$ cat config.mk
export PLATFORM = sky130hd
export DESIGN_NAME = depth_cell_level_classifier
export DESIGN_NICKNAME = d
export VERILOG_FILES = /design/src/hw/rtl/dclc_pkg.sv /design/src/hw/rtl/depth_cell_level_classifier.sv
export SDC_FILE = /design/constraint.sdc
export NUM_CORES = 1
export LEC_CHECK = 0
export ABC_AREA = 1
export BUFFER_PORTS_ARGS = -buffer_cell sky130_fd_sc_hd__buf_2
export CELL_PAD_IN_SITES_DETAIL_PLACEMENT = 1
export CELL_PAD_IN_SITES_GLOBAL_PLACEMENT = 1
export CORE_AREA = 8 8 262 264
export DETAILED_ROUTE_END_ITERATION = 8
export DIE_AREA = 0 0 270 272
export GPL_ROUTABILITY_DRIVEN = 1
export PLACE_DENSITY_LB_ADDON = 0.1
export SLEW_MARGIN = 20
export SYNTH_ARGS = -nofsm -noshare
export SYNTH_HDL_FRONTEND = slang
export SYNTH_SLANG_ARGS = --single-unit
export TNS_END_PERCENT = 1
$ cat constraint.sdc
create_clock -name clock -period 7.1 [get_ports clock]
set_input_delay 1.065 -clock clock [delete_from_list [all_inputs] [get_ports clock]]
set_output_delay 1.065 -clock clock [all_outputs]
set_load 0.02 [all_outputs]
$ cat src/hw/rtl/dclc_pkg.sv
// ----------------------------------------------------------------------------
// Depth cell level classifier package
// Widths, register map, reset values and result codes.
// ----------------------------------------------------------------------------
`timescale 1ns / 1ps
`default_nettype none

package dclc_pkg;

   localparam int MAX_LEVELS    = 16;
   localparam int COLUMN_PIXELS = 256;

   localparam int DEPTH_W  = 16;
   localparam int DESK_W   = 14;
   localparam int SIDE_W   = 10;
   localparam int MARGIN_W = 10;
   localparam int TOP_W    = 4;
   localparam int THR_W    = 17;
   localparam int HIST_W   = 17;
   localparam int HEIGHT_W = 17;
   localparam int CLEVEL_W = 4;

   localparam int LEVEL_W = $clog2(MAX_LEVELS);
   localparam int COUNT_W = $clog2(COLUMN_PIXELS + 1);
   localparam int SUM_W   = DEPTH_W + $clog2(COLUMN_PIXELS);
   localparam int DIV_W   = (COUNT_W > SIDE_W) ? COUNT_W : SIDE_W;
   localparam int STEP_W  = $clog2(SUM_W);

   localparam int CSR_ADDR_W = 5;
   localparam int CSR_DATA_W = 32;
   localparam int CSR_IDX_W  = 3;

   localparam logic [CSR_IDX_W-1:0] REG_DESK_DEPTH      = 3'd0;
   localparam logic [CSR_IDX_W-1:0] REG_BLOCK_SIDE      = 3'd1;
   localparam logic [CSR_IDX_W-1:0] REG_ERROR_MARGIN    = 3'd2;
   localparam logic [CSR_IDX_W-1:0] REG_TOP_LEVEL       = 3'd3;
   localparam logic [CSR_IDX_W-1:0] REG_COUNT_THRESHOLD = 3'd4;

   localparam logic [DESK_W-1:0]   DESK_RESET   = 14'd1000;
   localparam logic [SIDE_W-1:0]   SIDE_RESET   = 10'd50;
   localparam logic [MARGIN_W-1:0] MARGIN_RESET = 10'd20;
   localparam logic [TOP_W-1:0]    TOP_RESET    = 4'd5;
   localparam logic [THR_W-1:0]    THR_RESET    = 17'd1500;

   localparam logic KIND_COLUMN = 1'b0;
   localparam logic KIND_CELL   = 1'b1;

   localparam int RSP_DATA_W = 24;

   typedef logic [HIST_W-1:0] hist_type;

   localparam hist_type HIST_MAX = '1;

endpackage

`default_nettype wire

$ cat src/hw/rtl/depth_cell_level_classifier.sv
// Busy time: a request holds the block until it returns to idle, whether it gets no level,
// level zero from a small negative height or a level through the divider. A column end may
// add the column mean division before its result is loaded, and a cell end the level search.
// No new request is taken until the last is through; the shared 24-step restoring divider
// serves level and column mean, and a result waiting for rsp_tready holds the block longer.
// Reset clears the sequencer, column sums, histogram and output valid, and loads defaults.
// ----------------------------------------------------------------------------
// Depth cell level classifier
// Column heights and per-cell stack level from a stream of depth pixels.
// ----------------------------------------------------------------------------
`timescale 1ns / 1ps
`default_nettype none

module depth_cell_level_classifier (
   input  wire                                clock,
   input  wire                                reset,
   input  wire                                req_tvalid,
   output logic                               req_tready,
   input  wire  [dclc_pkg::DEPTH_W-1:0]       req_tdata,  // depth
   input  wire                                req_tlast,  // column_end
   input  wire                                req_tuser,  // cell_end
   output logic                               rsp_tvalid,
   input  wire                                rsp_tready,
   output logic [dclc_pkg::RSP_DATA_W-1:0]    rsp_tdata,  // column_height, cell_level
   output logic                               rsp_tlast,  // last
   output logic                               rsp_tuser,  // result_kind
   input  wire                                csr_psel,
   input  wire                                csr_penable,
   input  wire                                csr_pwrite,
   input  wire  [dclc_pkg::CSR_ADDR_W-1:0]    csr_paddr,
   input  wire  [dclc_pkg::CSR_DATA_W-1:0]    csr_pwdata,
   output logic [dclc_pkg::CSR_DATA_W-1:0]    csr_prdata,
   output logic                               csr_pready
);

   localparam logic [2:0] S_IDLE    = 3'd0;
   localparam logic [2:0] S_LEVEL   = 3'd1;
   localparam logic [2:0] S_DIV     = 3'd2;
   localparam logic [2:0] S_COUNT   = 3'd3;
   localparam logic [2:0] S_COLUMN  = 3'd4;
   localparam logic [2:0] S_COLOUT  = 3'd5;
   localparam logic [2:0] S_SEARCH  = 3'd6;
   localparam logic [2:0] S_CELLOUT = 3'd7;

   localparam int SW = dclc_pkg::SUM_W;
   localparam int DW = dclc_pkg::DIV_W;
   localparam int LW = dclc_pkg::LEVEL_W;

   logic [dclc_pkg::DESK_W-1:0]   desk_ff, desk_in;
   logic [dclc_pkg::SIDE_W-1:0]   side_ff, side_in;
   logic [dclc_pkg::MARGIN_W-1:0] margin_ff, margin_in;
   logic [dclc_pkg::TOP_W-1:0]    top_ff, top_in;
   logic [dclc_pkg::THR_W-1:0]    thr_ff, thr_in;

   logic [2:0]                    state_ff, state_in;
   logic [dclc_pkg::DEPTH_W-1:0]  depth_ff, depth_in;
   logic                          col_end_ff, col_end_in;
   logic                          cell_end_ff, cell_end_in;
   logic [SW-1:0]                 sum_ff, sum_in;
   logic [dclc_pkg::COUNT_W-1:0]  count_ff, count_in;
   dclc_pkg::hist_type            hist_ff [dclc_pkg::MAX_LEVELS];
   dclc_pkg::hist_type            hist_in [dclc_pkg::MAX_LEVELS];
   logic [LW-1:0]                 idx_ff, idx_in;
   logic [LW-1:0]                 found_ff, found_in;

   logic [SW-1:0]                 quo_ff, quo_in;
   logic [DW-1:0]                 rem_ff, rem_in;
   logic [DW-1:0]                 dvs_ff, dvs_in;
   logic [dclc_pkg::STEP_W-1:0]   step_ff, step_in;
   logic                          div_col_ff, div_col_in;

   logic                          rsp_valid_ff, rsp_valid_in;
   logic [dclc_pkg::RSP_DATA_W-1:0] rsp_data_ff, rsp_data_in;
   logic                          rsp_last_ff, rsp_last_in;
   logic                          rsp_kind_ff, rsp_kind_in;

   logic                          accept;
   logic                          csr_write;
   logic [dclc_pkg::CSR_IDX_W-1:0] csr_idx;
   logic                          out_free;
   logic [dclc_pkg::SIDE_W-1:0]   side_eff;
   logic [17:0]                   hei;
   logic [17:0]                   hei_mag;
   logic                          level_ok;
   logic [DW+1:0]                 diff;
   logic                          ge;
   logic [dclc_pkg::HEIGHT_W-1:0] height;
   logic                          hit;

   assign accept     = req_tvalid && req_tready;
   assign req_tready = (state_ff == S_IDLE) && !reset;
   assign csr_pready = 1'b1;
   assign csr_write  = csr_psel && csr_penable && csr_pwrite;
   assign csr_idx    = csr_paddr[dclc_pkg::CSR_ADDR_W-1:2];
   assign out_free   = !rsp_valid_ff || rsp_tready;

   assign side_eff = (side_ff == '0) ? dclc_pkg::SIDE_W'(1) : side_ff;
   assign hei      = 18'({4'b0, desk_ff}) - 18'({2'b0, depth_ff})
                   + 18'(side_eff >> 1);
   assign hei_mag  = 18'(0) - hei;
   assign level_ok = (depth_ff != '0)
                   && (17'(depth_ff) <= 17'(desk_ff) + 17'(margin_ff));

   assign diff = {1'b0, rem_ff, quo_ff[SW-1]} - {2'b0, dvs_ff};
   assign ge   = !diff[DW+1];

   assign height = dclc_pkg::HEIGHT_W'(desk_ff) - quo_ff[dclc_pkg::HEIGHT_W-1:0];
   assign hit    = hist_ff[idx_ff] > dclc_pkg::hist_type'(thr_ff);

   assign rsp_tvalid = rsp_valid_ff;
   assign rsp_tdata  = rsp_data_ff;
   assign rsp_tlast  = rsp_last_ff;
   assign rsp_tuser  = rsp_kind_ff;

   always_comb begin
      unique case (csr_idx)
         dclc_pkg::REG_DESK_DEPTH:      csr_prdata = 32'(desk_ff);
         dclc_pkg::REG_BLOCK_SIDE:      csr_prdata = 32'(side_ff);
         dclc_pkg::REG_ERROR_MARGIN:    csr_prdata = 32'(margin_ff);
         dclc_pkg::REG_TOP_LEVEL:       csr_prdata = 32'(top_ff);
         dclc_pkg::REG_COUNT_THRESHOLD: csr_prdata = 32'(thr_ff);
         default:                       csr_prdata = '0;
      endcase
   end

   always_comb begin
      desk_in   = desk_ff;
      side_in   = side_ff;
      margin_in = margin_ff;
      top_in    = top_ff;
      thr_in    = thr_ff;
      if (csr_write) begin
         unique case (csr_idx)
            dclc_pkg::REG_DESK_DEPTH:   desk_in = csr_pwdata[dclc_pkg::DESK_W-1:0];
            dclc_pkg::REG_BLOCK_SIDE:   side_in = csr_pwdata[dclc_pkg::SIDE_W-1:0];
            dclc_pkg::REG_ERROR_MARGIN: margin_in = csr_pwdata[dclc_pkg::MARGIN_W-1:0];
            dclc_pkg::REG_TOP_LEVEL:    top_in = csr_pwdata[dclc_pkg::TOP_W-1:0];
            dclc_pkg::REG_COUNT_THRESHOLD: begin
               thr_in = csr_pwdata[dclc_pkg::THR_W-1:0];
            end
            default: begin
            end
         endcase
      end
   end

   always_comb begin
      state_in    = state_ff;
      depth_in    = depth_ff;
      col_end_in  = col_end_ff;
      cell_end_in = cell_end_ff;
      sum_in      = sum_ff;
      count_in    = count_ff;
      hist_in     = hist_ff;
      idx_in      = idx_ff;
      found_in    = found_ff;
      quo_in      = quo_ff;
      rem_in      = rem_ff;
      dvs_in      = dvs_ff;
      step_in     = step_ff;
      div_col_in  = div_col_ff;
      rsp_valid_in = rsp_valid_ff && !rsp_tready;
      rsp_data_in  = rsp_data_ff;
      rsp_last_in  = rsp_last_ff;
      rsp_kind_in  = rsp_kind_ff;

      unique case (state_ff)
         S_IDLE: begin
            if (accept) begin
               depth_in    = req_tdata;
               col_end_in  = req_tlast || req_tuser;
               cell_end_in = req_tuser;
               if ((req_tdata != '0)
                     && (count_ff < dclc_pkg::COUNT_W'(dclc_pkg::COLUMN_PIXELS))) begin
                  sum_in   = sum_ff + SW'(req_tdata);
                  count_in = count_ff + 1'b1;
               end
               state_in = S_LEVEL;
            end
         end
         S_LEVEL: begin
            if (!level_ok) begin
               state_in = S_COLUMN;
            end else if (hei[17]) begin
               if (hei_mag < 18'(side_eff)) begin
                  idx_in   = '0;
                  state_in = S_COUNT;
               end else begin
                  state_in = S_COLUMN;
               end
            end else begin
               quo_in     = SW'(hei[16:0]);
               rem_in     = '0;
               dvs_in     = DW'(side_eff);
               step_in    = dclc_pkg::STEP_W'(SW - 1);
               div_col_in = 1'b0;
               state_in   = S_DIV;
            end
         end
         S_DIV: begin
            rem_in  = ge ? diff[DW-1:0] : {rem_ff[DW-2:0], quo_ff[SW-1]};
            quo_in  = {quo_ff[SW-2:0], ge};
            step_in = step_ff - 1'b1;
            if (step_ff == '0) begin
               if (div_col_ff) begin
                  state_in = S_COLOUT;
               end else if ((quo_in <= SW'(top_ff))
                     && (quo_in < SW'(dclc_pkg::MAX_LEVELS))) begin
                  idx_in   = quo_in[LW-1:0];
                  state_in = S_COUNT;
               end else begin
                  state_in = S_COLUMN;
               end
            end
         end
         S_COUNT: begin
            if (hist_ff[idx_ff] != dclc_pkg::HIST_MAX) begin
               hist_in[idx_ff] = hist_ff[idx_ff] + 1'b1;
            end
            state_in = S_COLUMN;
         end
         S_COLUMN: begin
            if (!col_end_ff) begin
               state_in = S_IDLE;
            end else begin
               sum_in   = '0;
               count_in = '0;
               if (count_ff == '0) begin
                  quo_in   = '0;
                  state_in = S_COLOUT;
               end else begin
                  quo_in     = sum_ff;
                  rem_in     = '0;
                  dvs_in     = DW'(count_ff);
                  step_in    = dclc_pkg::STEP_W'(SW - 1);
                  div_col_in = 1'b1;
                  state_in   = S_DIV;
               end
            end
         end
         S_COLOUT: begin
            if (out_free) begin
               rsp_valid_in = 1'b1;
               rsp_kind_in  = dclc_pkg::KIND_COLUMN;
               rsp_last_in  = !cell_end_ff;
               rsp_data_in  = dclc_pkg::RSP_DATA_W'(height);
               idx_in       = '0;
               state_in     = cell_end_ff ? S_SEARCH : S_IDLE;
            end
         end
         S_SEARCH: begin
            if (hit) begin
               found_in = idx_ff;
               state_in = S_CELLOUT;
            end else if ((dclc_pkg::TOP_W'(idx_ff) == top_ff)
                  || (idx_ff == LW'(dclc_pkg::MAX_LEVELS - 1))) begin
               found_in = '0;
               state_in = S_CELLOUT;
            end else begin
               idx_in = idx_ff + 1'b1;
            end
         end
         S_CELLOUT: begin
            if (out_free) begin
               rsp_valid_in = 1'b1;
               rsp_kind_in  = dclc_pkg::KIND_CELL;
               rsp_last_in  = 1'b1;
               rsp_data_in  = dclc_pkg::RSP_DATA_W'(
                  {dclc_pkg::CLEVEL_W'(found_ff), {dclc_pkg::HEIGHT_W{1'b0}}});
               for (int i = 0; i < dclc_pkg::MAX_LEVELS; i++) begin
                  hist_in[i] = '0;
               end
               state_in = S_IDLE;
            end
         end
         default: state_in = S_IDLE;
      endcase
   end

   always_ff @(posedge clock) begin
      if (reset) begin
         desk_ff      <= dclc_pkg::DESK_RESET;
         side_ff      <= dclc_pkg::SIDE_RESET;
         margin_ff    <= dclc_pkg::MARGIN_RESET;
         top_ff       <= dclc_pkg::TOP_RESET;
         thr_ff       <= dclc_pkg::THR_RESET;
         state_ff     <= S_IDLE;
         sum_ff       <= '0;
         count_ff     <= '0;
         rsp_valid_ff <= 1'b0;
         for (int i = 0; i < dclc_pkg::MAX_LEVELS; i++) begin
            hist_ff[i] <= '0;
         end
      end else begin
         desk_ff      <= desk_in;
         side_ff      <= side_in;
         margin_ff    <= margin_in;
         top_ff       <= top_in;
         thr_ff       <= thr_in;
         state_ff     <= state_in;
         sum_ff       <= sum_in;
         count_ff     <= count_in;
         rsp_valid_ff <= rsp_valid_in;
         hist_ff      <= hist_in;
      end
   end

   always_ff @(posedge clock) begin
      depth_ff    <= depth_in;
      col_end_ff  <= col_end_in;
      cell_end_ff <= cell_end_in;
      idx_ff      <= idx_in;
      found_ff    <= found_in;
      quo_ff      <= quo_in;
      rem_ff      <= rem_in;
      dvs_ff      <= dvs_in;
      step_ff     <= step_in;
      div_col_ff  <= div_col_in;
      rsp_data_ff <= rsp_data_in;
      rsp_last_ff <= rsp_last_in;
      rsp_kind_ff <= rsp_kind_in;
   end

endmodule

`default_nettype wire

==> summary.md, run 1 <==
- register — nature of the critical path endpoint
- 1.15 ns — final setup margin
- 10300 um^2 — sequential cell area
- yes — CTS tree
- 0 ns — final sum of negative setup slack
- 0 — Warnings, synthesis
- 5 — TritonRoute pass-1 iters
- 73400 um^2 — Die ar.
- sky130_fd_sc_hd__dfxtp_1 — commonest register cell after synthesis
- hist_ff[94] — startpoint of the worst hold path
- 0 — diode insertion count for antenna repair
- 0.859 — routability cong.
- 4 — number of antenna violations at the first check in global routing
- 0.401 — register area share after synthesis
- 270 um — chip width
- 11.6% — Syn-to-layout area delta
- 0 — number of remaining DRC errors
- 0.839 — fin crit share
- 0 — overflow left after global routing
- complete, no violations — run status
- 272 um — Die Span Y
- 25600 um^2 — synthesized cell area
- 8216 — fill cell instance count of the final layout
- 0.168 GHz — maximum clock frequency
- 13200 um^2 — area of the multi-input gates
- 6.50 ns — CP arrival
- 3814 — Layout Nets
- 99 — number of flops mapped to enable cells by yosys
- 0.0745 — share of layout cells above drive strength 1
- 5.95 ns — time the worst path needs with I/O delays and setup
- 5.55 — Vias/cell
- 463 — clk sink count
- 274 nW/um^2 — power density over cell area
- 0.395 — initial core utilization
- 0.462 ns — smallest hold slack
- register to register — class of the tightest hold or removal check
- 142 — pin count of the biggest net entering global routing
- 0 — remaining antenna violation count after routing
- 0 — number of cells upsized or downsized after cts
- sky130_fd_sc_hd__nand2_1, sky130_fd_sc_hd__a21oi_1, sky130_fd_sc_hd__dfxtp_1 — most frequent cells in the layout
- 0 — asr flop ratio synth
- no — unrepaired setup endpoints after global routing
- 97.1 mm — post-detailed-routing wire length
- 7.65 ns — required time at the endpoint of the critical path
- 0.06 ns — clk slew on worst S/H paths
- 0.0375 ns — post-route clock skew
- sky130_fd_sc_hd__nand2_1 — most common cell after layout, fill and taps aside
- 3 — clock buffer depth
- 7.11 um^2 — average instance area after synthesis
- 1951 — iteration-0 DRC count of the detailed router
- 0 — total count of max-transition violations in the final report
- 3600 — synthesized instance count
- register — kind of start point of the critical path
- sky130_fd_sc_hd__clkbuf_16 — cell at the root of the clock tree
- 0.000185 V — Worst IR Drop VDD
- 123 — IO Count
- 25.6k — number of global-route vias before repair
- 4526 — Non-Filler Instances
- 86 — Port Buf Inserts
- 0 — hold buffers post-CTS
- register to register — Critical Setup Path Class
- 0 — Max Cap Viol
- 54 — number of buffers created by CTS
- 56 — Netlist cell types
- 150 mm — first-pass GRT wire length
- 11.4 nW — leakage power
- 25.1k — overall via count from detail_route
- 463 — number of storage elements in the synthesis netlist
- 0.441 — final standard cell utilization of the core
- 68.5 mm — dpl hpwl
- 0 — Post-CTS Setup Bufs
- idx_ff[0] — reg-to-reg startpoint
- 1.22 ns — slew of the pin with the lowest slew margin
- 0 — Final Hold Viols
- 2 — count of H-tree levels built during CTS
- 0.63 ns — Clock Latency Late Sink
- 71 — critical-path maximum fanout
- 4426 — total placed cells including tap cells
- 21.4 um — routed wire length per instance
- 0.185 — max_slew headroom
- idx_ff[0] — Crit. Startpoint
- 94 — standard-cell rows
- 64800 um^2 — Core ar.
- 0 — Setup violations, final
- 0.255 — Total GRT Usage
- 1.15 ns — pre-CTS setup slack
metal layers:
layer  share of wire  vias up  track usage
li1                -    11900            -
met1            0.49    12500        0.363
met2            0.43      605        0.398
met3           0.056      141       0.0427
met4           0.025        2       0.0681
met5         0.00013        -            0
path summary, 6_finish.rpt:
check / depth (start not counted) / end / slack [ns]
setup / recovery: 21 / hist_ff[175] / 1.15
hold / removal: 2 / hist_ff[94] / 0.46
setup reg to reg: 21 / hist_ff[175] / 1.15
hold reg to reg: 2 / hist_ff[94] / 0.46
cell usage after synthesis, drive strengths merged (11+ instances only):
cell type / number / share of area
inv: 315 / 0.046
nor2: 341 / 0.051
clkbuf: 116 / 0.017
dfxtp: 364 / 0.28
nand3: 115 / 0.022
xnor2: 17 / 0.0058
nor3: 27 / 0.0059
o21ai: 271 / 0.053
o22ai: 76 / 0.019
a21oi: 447 / 0.087
nand4: 41 / 0.010
buf: 78 / 0.020
edfxtp: 99 / 0.12
clkinv: 18 / 0.0026
xor2: 33 / 0.011
ha: 128 / 0.063
nand2: 990 / 0.15
or2: 12 / 0.0029
nor4: 11 / 0.0027
layout make-up:
cell class,instances,area share
sequential,463,0.359
tap,864,0.0379
timing repair buffer,139,0.0302
inverter,333,0.0439
clock buffer,78,0.0562
multi-input combinational,2627,0.463
clock inverter,22,0.00907
through the flow:
stage | area [um^2] | total power, mW
floorplan | 25700 | 4.25
global placement | 26700 | 4.81
detailed placement | 26700 | 4.89
CTS | 28500 | 7.85
global route | 28500 | 8.18
finish | 28500 | 7.83
sequential cells by signal (all words and copies together), names as in the netlist, 4 cells and up:
signal	flops
hist_ff	272
quo_ff	24
sum_ff	24
rsp_tdata	21
thr_ff	17
depth_ff	16
desk_ff	14
dvs_ff	10
margin_ff	10
rem_ff	10
side_ff	10
count_ff	9
step_ff	5
found_ff	4
idx_ff	4
top_ff	4
worst max-delay path, cell delays in order (launching register included):
cell and delay [ns]:
sky130_fd_sc_hd__edfxtp_1 0.46, sky130_fd_sc_hd__inv_4 0.63, sky130_fd_sc_hd__buf_4 0.42, sky130_fd_sc_hd__o21ai_0 0.14, sky130_fd_sc_hd__o22ai_1 0.19, sky130_fd_sc_hd__nand2_1 0.21
sky130_fd_sc_hd__nand4_1 0.27, sky130_fd_sc_hd__inv_1 0.10, sky130_fd_sc_hd__nor2_1 0.15, sky130_fd_sc_hd__nand4_1 0.15, sky130_fd_sc_hd__nor2_2 0.17, sky130_fd_sc_hd__nand4_1 0.13
sky130_fd_sc_hd__nor4_1 0.65, sky130_fd_sc_hd__ha_1 0.28, sky130_fd_sc_hd__nor2_1 0.16, sky130_fd_sc_hd__buf_4 0.24, sky130_fd_sc_hd__nand2_1 0.08, sky130_fd_sc_hd__clkinv_1 0.47
sky130_fd_sc_hd__nor2_1 0.39, sky130_fd_sc_hd__buf_4 0.30, sky130_fd_sc_hd__nand2_1 0.08, sky130_fd_sc_hd__a21oi_1 0.16
cell families after synthesis:
logic type      share of synthesized area
xor+xnor                           0.0171
flops                               0.401
buf+inv                            0.0863
simple gates                        0.243
other cells                      0.000293
fa+ha+maj                          0.0673
compound gates                      0.185
where the power goes:
part / internal, mW / total, mW / switching (mW)
combinational: 0.536 / 1.95 / 1.41
sequential: 2.83 / 2.92 / 0.0905
clock: 1.75 / 2.96 / 1.21
(Power assumes the default switching activity.)
==> run 2, diff against run 1 <==
clock period = 6.1 ns   (was 7.1 ns; I/O delays follow)
==> summary.md, run 2 (synthesis gave the netlist of run 1 again) <==
- complete, no violations — run status
- 2 — WHS Path Cells
- 64800 um^2 — Core ar.
- 4551 — Non-Filler Instances
- 123 — IO Count
- 0.73 ns — setup slack, reg-to-reg
- 0.257 — Total GRT Usage
- 4 — number of antenna violations at the first check in global routing
- sky130_fd_sc_hd__clkbuf_16 — cell at the root of the clock tree
- sky130_fd_sc_hd__nand2_1, sky130_fd_sc_hd__a21oi_1, sky130_fd_sc_hd__dfxtp_1 — most frequent cells in the layout
- 0.395 — initial core utilization
- 142 — pin count of the biggest net entering global routing
- 0.51 ns — slowest cell delay on critical path
- 0.881 — fin crit share
- sky130_fd_sc_hd__dfxtp_1 — Crit-path slowest cell
- sky130_fd_sc_hd__nand2_1 — Most Frequent Cell on Critical Path
- 0.254 — max_slew headroom
- 28 — r2r worst-path depth
- 11.5 nW — leakage power
- 0.06 ns — clk slew on worst S/H paths
- 0 — remaining antenna violation count after routing
- 12.1% — Syn-to-layout area delta
- desk_ff[1] — reg-to-reg startpoint
- yes — CTS tree
- 0.461 ns — smallest hold slack
- 0 — Setup violations, final
- register to register — Critical Setup Path Class
- 8158 — fill cell instance count of the final layout
- 1900 — iteration-0 DRC count of the detailed router
- 0 — overflow left after global routing
- desk_ff[1] — Crit. Startpoint
- 270 um — chip width
- 0.0338 — met3 routing resource usage after global routing
- 0.64 ns — Clock Latency Late Sink
- 272 — max reg flops
- 21.4 um — routed wire length per instance
- 0 — Max Cap Viol
- hist_ff x272, quo_ff x24, sum_ff x24 — biggest regs
- 69.7 mm — dpl hpwl
- 25.7k — number of global-route vias before repair
- 317 nW/um^2 — power density over cell area
- 0.443 — final standard cell utilization of the core
- met2 — highest-utilization routing layer at the global route stage
- 0 — Final Hold Viols
- 0.186 GHz — maximum clock frequency
- 25.3k — overall via count from detail_route
- 86 — Port Buf Inserts
- 5 — critical-path maximum fanout
- 3 — clock buffer depth
- 3835 — Layout Nets
- 0 ns — final sum of negative setup slack
- 5.65 ns — CP arrival
- sky130_fd_sc_hd__nand2_1 — most common cell after layout, fill and taps aside
- 0 — Post-CTS Setup Bufs
- 57 — number of buffers created by CTS
- hist_ff — register containing the most flip-flops in the final layout
- 73400 um^2 — Die ar.
- 0 — number of remaining DRC errors
- register to register — class of the tightest hold or removal check
- 0.371 — global routing met1 resource utilization
- 0.000198 V — Worst IR Drop VDD
- 4444 — total placed cells including tap cells
- 97.5 mm — post-detailed-routing wire length
- 9.10 mW — Total Power
- 94 — standard-cell rows
- 0 — number of cells upsized or downsized after cts
- 0.0800 — share of layout cells above drive strength 1
- no — unrepaired setup endpoints after global routing
- 5 — TritonRoute pass-1 iters
- 0.0201 ns — post-route clock skew
- 151 mm — first-pass GRT wire length
- 2 — count of H-tree levels built during CTS
- register — nature of the critical path endpoint
- 0.862 — routability cong.
- 0 — hold buffers post-CTS
- 463 — clk sink count
- 0.404 — fraction of met2 tracks used by global routing
- 1.11 ns — slew of the pin with the lowest slew margin
- 5.37 ns — time the worst path needs with I/O delays and setup
- hist_ff[101] — startpoint of the worst hold path
- 6.37 ns — required time at the endpoint of the critical path
- register — kind of start point of the critical path
- 0 — total count of max-transition violations in the final report
- 5.57 — Vias/cell
- 272 um — Die Span Y
run 2: cell types whose count changed in the layout (fill, tap and decap cells not counted), moves of 2 or more:
cell / before / now
sky130_fd_sc_hd__clkbuf_1: 10 / 14
sky130_fd_sc_hd__inv_4: 2 / 5
sky130_fd_sc_hd__clkbuf_16: 56 / 58
sky130_fd_sc_hd__nor3_2: 6 / 4
sky130_fd_sc_hd__buf_4: 51 / 68
sky130_fd_sc_hd__clkinv_1: 22 / 18
sky130_fd_sc_hd__nor3_1: 21 / 23
sky130_fd_sc_hd__bufinv_16: 5 / 1
sky130_fd_sc_hd__clkbuf_8: 12 / 15
run 2: per-stage QoR:
stage               worst slack, ns  cell area (um^2)
floorplan                    0.0711             25700
global placement              0.762             26800
detailed placement            0.693             26800
CTS                           0.650             28700
global route                  0.206             28700
finish                        0.727             28700
run 2: final timing paths:
check | end
max | idx_ff[2]
min | hist_ff[101]
max reg2reg | idx_ff[2]
min reg2reg | hist_ff[101]
run 2: area by class of cell:
class / instances / area [um^2] / share of cell area
Multi-Input combinational cell: 2627 / 13200 / 0.461
Antenna cell: 1 / 2.50 / 0.0000872
Tap cell: 864 / 1080 / 0.0377
Timing Repair Buffer: 157 / 1010 / 0.0352
Sequential cell: 463 / 10300 / 0.358
Clock buffer: 87 / 1710 / 0.0596
Clock inverter: 19 / 160 / 0.00558
Inverter: 333 / 1250 / 0.0436
run 2: critical path, delay by kind of cell, from the launching register on:
family	cells	cell delay, ns
AO/OA/AOI/OAI	4	0.98
AND/OR/NAND/NOR	16	1.54
XOR/XNOR	2	0.39
buffers and inverters	3	0.44
adder cells (fa/ha/maj)	3	1.11
flip-flops	1	0.51
run 2: report_power, final:
group / internal [mW] / switching, mW / total [mW] / leakage, nW
Clock: 1.98 / 1.45 / 3.42 / 0.927
Sequential: 3.29 / 0.102 / 3.39 / 3.83
Combinational: 0.644 / 1.64 / 2.28 / 6.77
run 2: per-layer routing:
layer / part of all wire / wire, um
met3: 0.058 / 5650
met1: 0.48 / 47300
met2: 0.44 / 42500
met4: 0.021 / 2080
met5: 0 / 0
==> run 3, diff against run 2 <==
ABC_AREA = unset   (was 1)
CORE_AREA = 8 8 261 263   (was 8 8 262 264)
DIE_AREA = 0 0 269 271   (was 0 0 270 272)
HOLD_SLACK_MARGIN = 0.06   (was unset)
==> summary.md, run 3 <==
- 0 — Max Cap Viol
- sky130_fd_sc_hd__nor2_1, sky130_fd_sc_hd__dfxtp_1, sky130_fd_sc_hd__a22oi_1 — most frequent cells in the layout
- sky130_fd_sc_hd__or4_1 — Crit-path slowest cell
- 72900 um^2 — Die ar.
- sky130_fd_sc_hd__nor2_1 — most common cell after layout, fill and taps aside
- 0.392 — share of total power in the clock network
- 0.400 — Seq pwr share
- 2 — buffers plus inverters on the worst setup path
- 6 — TritonRoute pass-1 iters
- 9.50 um^2 — average instance area after synthesis
- 93 — standard-cell rows
- desk_ff[0] — reg-to-reg startpoint
- 0.287 — Yosys top cell area share
- 0.0369 — met3 routing resource usage after global routing
- register to register — class of the tightest hold or removal check
- 10300 um^2 — sequential cell area
- 0 ns — final sum of negative setup slack
- 23 — r2r worst-path depth
- 2667 — synthesized instance count
- 0 — Final Hold Viols
- register — nature of the critical path endpoint
- 0.288 — global routing met1 resource utilization
- sky130_fd_sc_hd__nor2_1, sky130_fd_sc_hd__dfxtp_1, sky130_fd_sc_hd__a22oi_1, sky130_fd_sc_hd__nand2_1, sky130_fd_sc_hd__inv_1 — most numerous cell types in the synthesized netlist
- 0.919 — fin crit share
- 0.208 — share of total power in combinational logic
- 0.000227 V — Worst IR Drop VDD
- 134 mm — first-pass GRT wire length
- 3 — number of antenna violations at the first check in global routing
- 0.236 — Total GRT Usage
- sky130_fd_sc_hd__dfxtp_1, sky130_fd_sc_hd__edfxtp_1, sky130_fd_sc_hd__a22oi_1 — top area cells in the synthesized netlist
- 0.178 GHz — maximum clock frequency
- 0.64 ns — Clock Latency Late Sink
- 100 — pin count of the biggest net entering global routing
- 7166 — fill cell instance count of the final layout
- 123 — IO Count
- 0 — Setup violations, final
- no — unrepaired setup endpoints after global routing
- 3605 — Non-Filler Instances
- 0 — asr flop ratio synth
- 3505 — total placed cells including tap cells
- 3 — clock buffer depth
- 0 — diode insertion count for antenna repair
- 0.49 ns — setup slack, reg-to-reg
- 2 — WHS Path Cells
- 463 — number of storage elements in the synthesis netlist
- sky130_fd_sc_hd__nor2_1 — cell with the most instances after synthesis
- sky130_fd_sc_hd__dfxtp_1 — most area-hungry cell type in the Yosys netlist
- 12.6% — Syn-to-layout area delta
- 0.151 — share of layout cells above drive strength 1
- idx_ff[0] — capture point of the worst reg-to-reg path
- 6 — critical-path maximum fanout
- met2 — highest-utilization routing layer at the global route stage
- 0.238 — max_slew headroom
- 0.307 — net switching share of the total power
- yes — CTS tree
- 24.3 um — routed wire length per instance
- thr_ff[16] — startpoint of the worst hold path
- simple AND/OR/NAND/NOR gates — critical path's top delay family
- 99 — number of flops mapped to enable cells by yosys
- sky130_fd_sc_hd__dfxtp_1 — commonest register cell after synthesis
- 2.64 mW — sw power
- 0 — total count of max-transition violations in the final report
- 0 — number of remaining DRC errors
- 61.5 mm — dpl hpwl
- 5.81 — Vias/cell
- 0.447 — final standard cell utilization of the core
- hist_ff — register containing the most flip-flops in the final layout
- 271 um — Die Span Y
- 54 — number of buffers created by CTS
- 0.852 — routability cong.
- 0 — Warnings, synthesis
- 5.88 ns — CP arrival
- register — kind of start point of the critical path
- 21.0k — overall via count from detail_route
- 269 um — chip width
- complete, no violations — run status
- sky130_fd_sc_hd__clkbuf_16 — cell at the root of the clock tree
- 11.0 nW — leakage power
- 0 — remaining antenna violation count after routing
- 0.492 ns — final setup margin
- hist_ff x272, quo_ff x24, sum_ff x24 — biggest regs
- 98 — Netlist cell types
- 302 nW/um^2 — power density over cell area
- 1.13 ns — slew of the pin with the lowest slew margin
- 25300 um^2 — synthesized cell area
- 22.0k — number of global-route vias before repair
- 0.397 — initial core utilization
- 0 — overflow left after global routing
- 6.37 ns — required time at the endpoint of the critical path
- 63900 um^2 — Core ar.
- 0.06 ns — clk slew on worst S/H paths
- 13700 um^2 — area of the multi-input gates
- 0.418 — fraction of met2 tracks used by global routing
- 87.6 mm — post-detailed-routing wire length
- inv_1 -> ha_1 -> fa_1 -> nand2b_1 -> nand2b_1 -> a21oi_1 -> xnor2_1 -> ha_1 -> a21oi_2 -> nor2b_1 -> or4_1 -> and2_1 -> nor3_2 -> nand3_1 -> inv_1 -> nor2_1 -> ha_1 -> nor2b_1 -> o21ai_0 -> nor4bb_1 -> o2111a_1 -> nand3_1 -> a211oi_4 — cells traversed along the worst timing path
- 0.49 ns — slowest cell delay on critical path
- 2902 — Layout Nets
- 0.0402 ns — post-route clock skew
- sky130_fd_sc_hd__ha_1 — Most Frequent Cell on Critical Path
- 0.405 — register area share after synthesis
- 0 — hold buffers post-CTS
- register to register — Critical Setup Path Class
- 463 — clk sink count
- 5.61 ns — time the worst path needs with I/O delays and setup
- thr_ff[16] — Worst Hold End
- 5.98 mW — internal power
- 0.234 ns — pre-CTS setup slack
- 272 — max reg flops
- 86 — Port Buf Inserts
- 1571 — iteration-0 DRC count of the detailed router
- 2 — count of H-tree levels built during CTS
-- run 3: cell types whose count changed in the layout (fill, tap and decap cells not counted), moves of 98 or more --
cell / change
sky130_fd_sc_hd__a21oi_1: -343
sky130_fd_sc_hd__a22oi_1: +264
sky130_fd_sc_hd__inv_1: -170
sky130_fd_sc_hd__nand2_1: -837
sky130_fd_sc_hd__nand3_1: -100
sky130_fd_sc_hd__nor2_1: +98
sky130_fd_sc_hd__o21ai_0: -191
-- run 3: cell type report --
type	instances	area share
Tap cell	855	0.0375
Multi-Input combinational cell	1888	0.482
Inverter	131	0.0172
Timing Repair Buffer	168	0.0388
Clock buffer	79	0.0541
Sequential cell	463	0.360
Clock inverter	21	0.0110
-- run 3: logic make-up (layout without fill, tap and decap cells) --
kind of cell | count (synthesis) | in the layout | share of synthesized area
DFF | 463 | 463 | 0.405
xor gates and xnor gates | 97 | 97 | 0.0368
adders and majority gates | 134 | 134 | 0.0679
and+or+nand+nor | 851 | 851 | 0.154
muxes | 127 | 127 | 0.0918
other | 2 | 19 | 0.000296
buffers and inverters | 333 | 399 | 0.0586
AOI/OAI and AO/OA | 660 | 660 | 0.186
-- run 3: worst reg2reg max path, stage by stage, from the launching register on --
cell,delay [ns]
sky130_fd_sc_hd__dfxtp_1,0.40
sky130_fd_sc_hd__inv_1,0.09
sky130_fd_sc_hd__ha_1,0.23
sky130_fd_sc_hd__fa_1,0.40
sky130_fd_sc_hd__nand2b_1,0.19
sky130_fd_sc_hd__nand2b_1,0.08
sky130_fd_sc_hd__a21oi_1,0.08
sky130_fd_sc_hd__xnor2_1,0.14
sky130_fd_sc_hd__ha_1,0.38
sky130_fd_sc_hd__a21oi_2,0.26
sky130_fd_sc_hd__nor2b_1,0.10
sky130_fd_sc_hd__or4_1,0.49
sky130_fd_sc_hd__and2_1,0.24
sky130_fd_sc_hd__nor3_2,0.20
sky130_fd_sc_hd__nand3_1,0.13
sky130_fd_sc_hd__inv_1,0.15
sky130_fd_sc_hd__nor2_1,0.07
sky130_fd_sc_hd__ha_1,0.28
sky130_fd_sc_hd__nor2b_1,0.13
sky130_fd_sc_hd__o21ai_0,0.13
sky130_fd_sc_hd__nor4bb_1,0.28
sky130_fd_sc_hd__o2111a_1,0.30
sky130_fd_sc_hd__nand3_1,0.14
sky130_fd_sc_hd__a211oi_4,0.39
-- run 3: what timing repair did --
action                                  4_1_cts  5_1_grt
endpoints found under the setup margin        0        4
gates resized for setup                       0        2
hold endpoints to repair                      0        0
setup buffers                                 0        0
-- run 3: metrics by stage --
| stage | hold slack, ns | power [mW] | cell area (um^2) |
|---|---|---|---|
| 5_1_grt | 0.505 | 9.00 | 28500 |
| 6_report | 0.483 | 8.62 | 28500 |
| 4_1_cts | 0.484 | 8.70 | 28500 |
| 3_5_place_dp | 0.477 | 5.29 | 26600 |
| 3_3_place_gp | 0.464 | 5.25 | 26600 |
| 2_1_floorplan | 0.445 | 4.75 | 25400 |
-- run 3: worst max-delay path by stage --
stage,startpoint,endpoint,slack [ns],cells past startpoint
floorplan,desk_ff[0],rem_ff[0],0.44,25
global placement,desk_ff[0],idx_ff[0],0.28,23
detailed placement,desk_ff[0],idx_ff[1],0.23,23
CTS,desk_ff[0],idx_ff[3],0.22,23
global route,desk_ff[0],idx_ff[3],0.04,23
finish,desk_ff[0],idx_ff[0],0.49,23
-- run 3: layer usage --
layer / part of all wire / wire length (um)
met1: 0.42 / 36400
met4: 0.034 / 2950
met2: 0.50 / 44000
met5: 0.00015 / 13
met3: 0.048 / 4250
-- run 3: power by group through the flow --
stage	Combinational [mW]	Clock, mW	Sequential, mW
4_1_cts	1.79	3.46	3.45
6_report	1.79	3.38	3.45
2_1_floorplan	1.32	0	3.43
3_3_place_gp	1.74	0	3.51
3_5_place_dp	1.78	0	3.51
5_1_grt	1.97	3.58	3.46
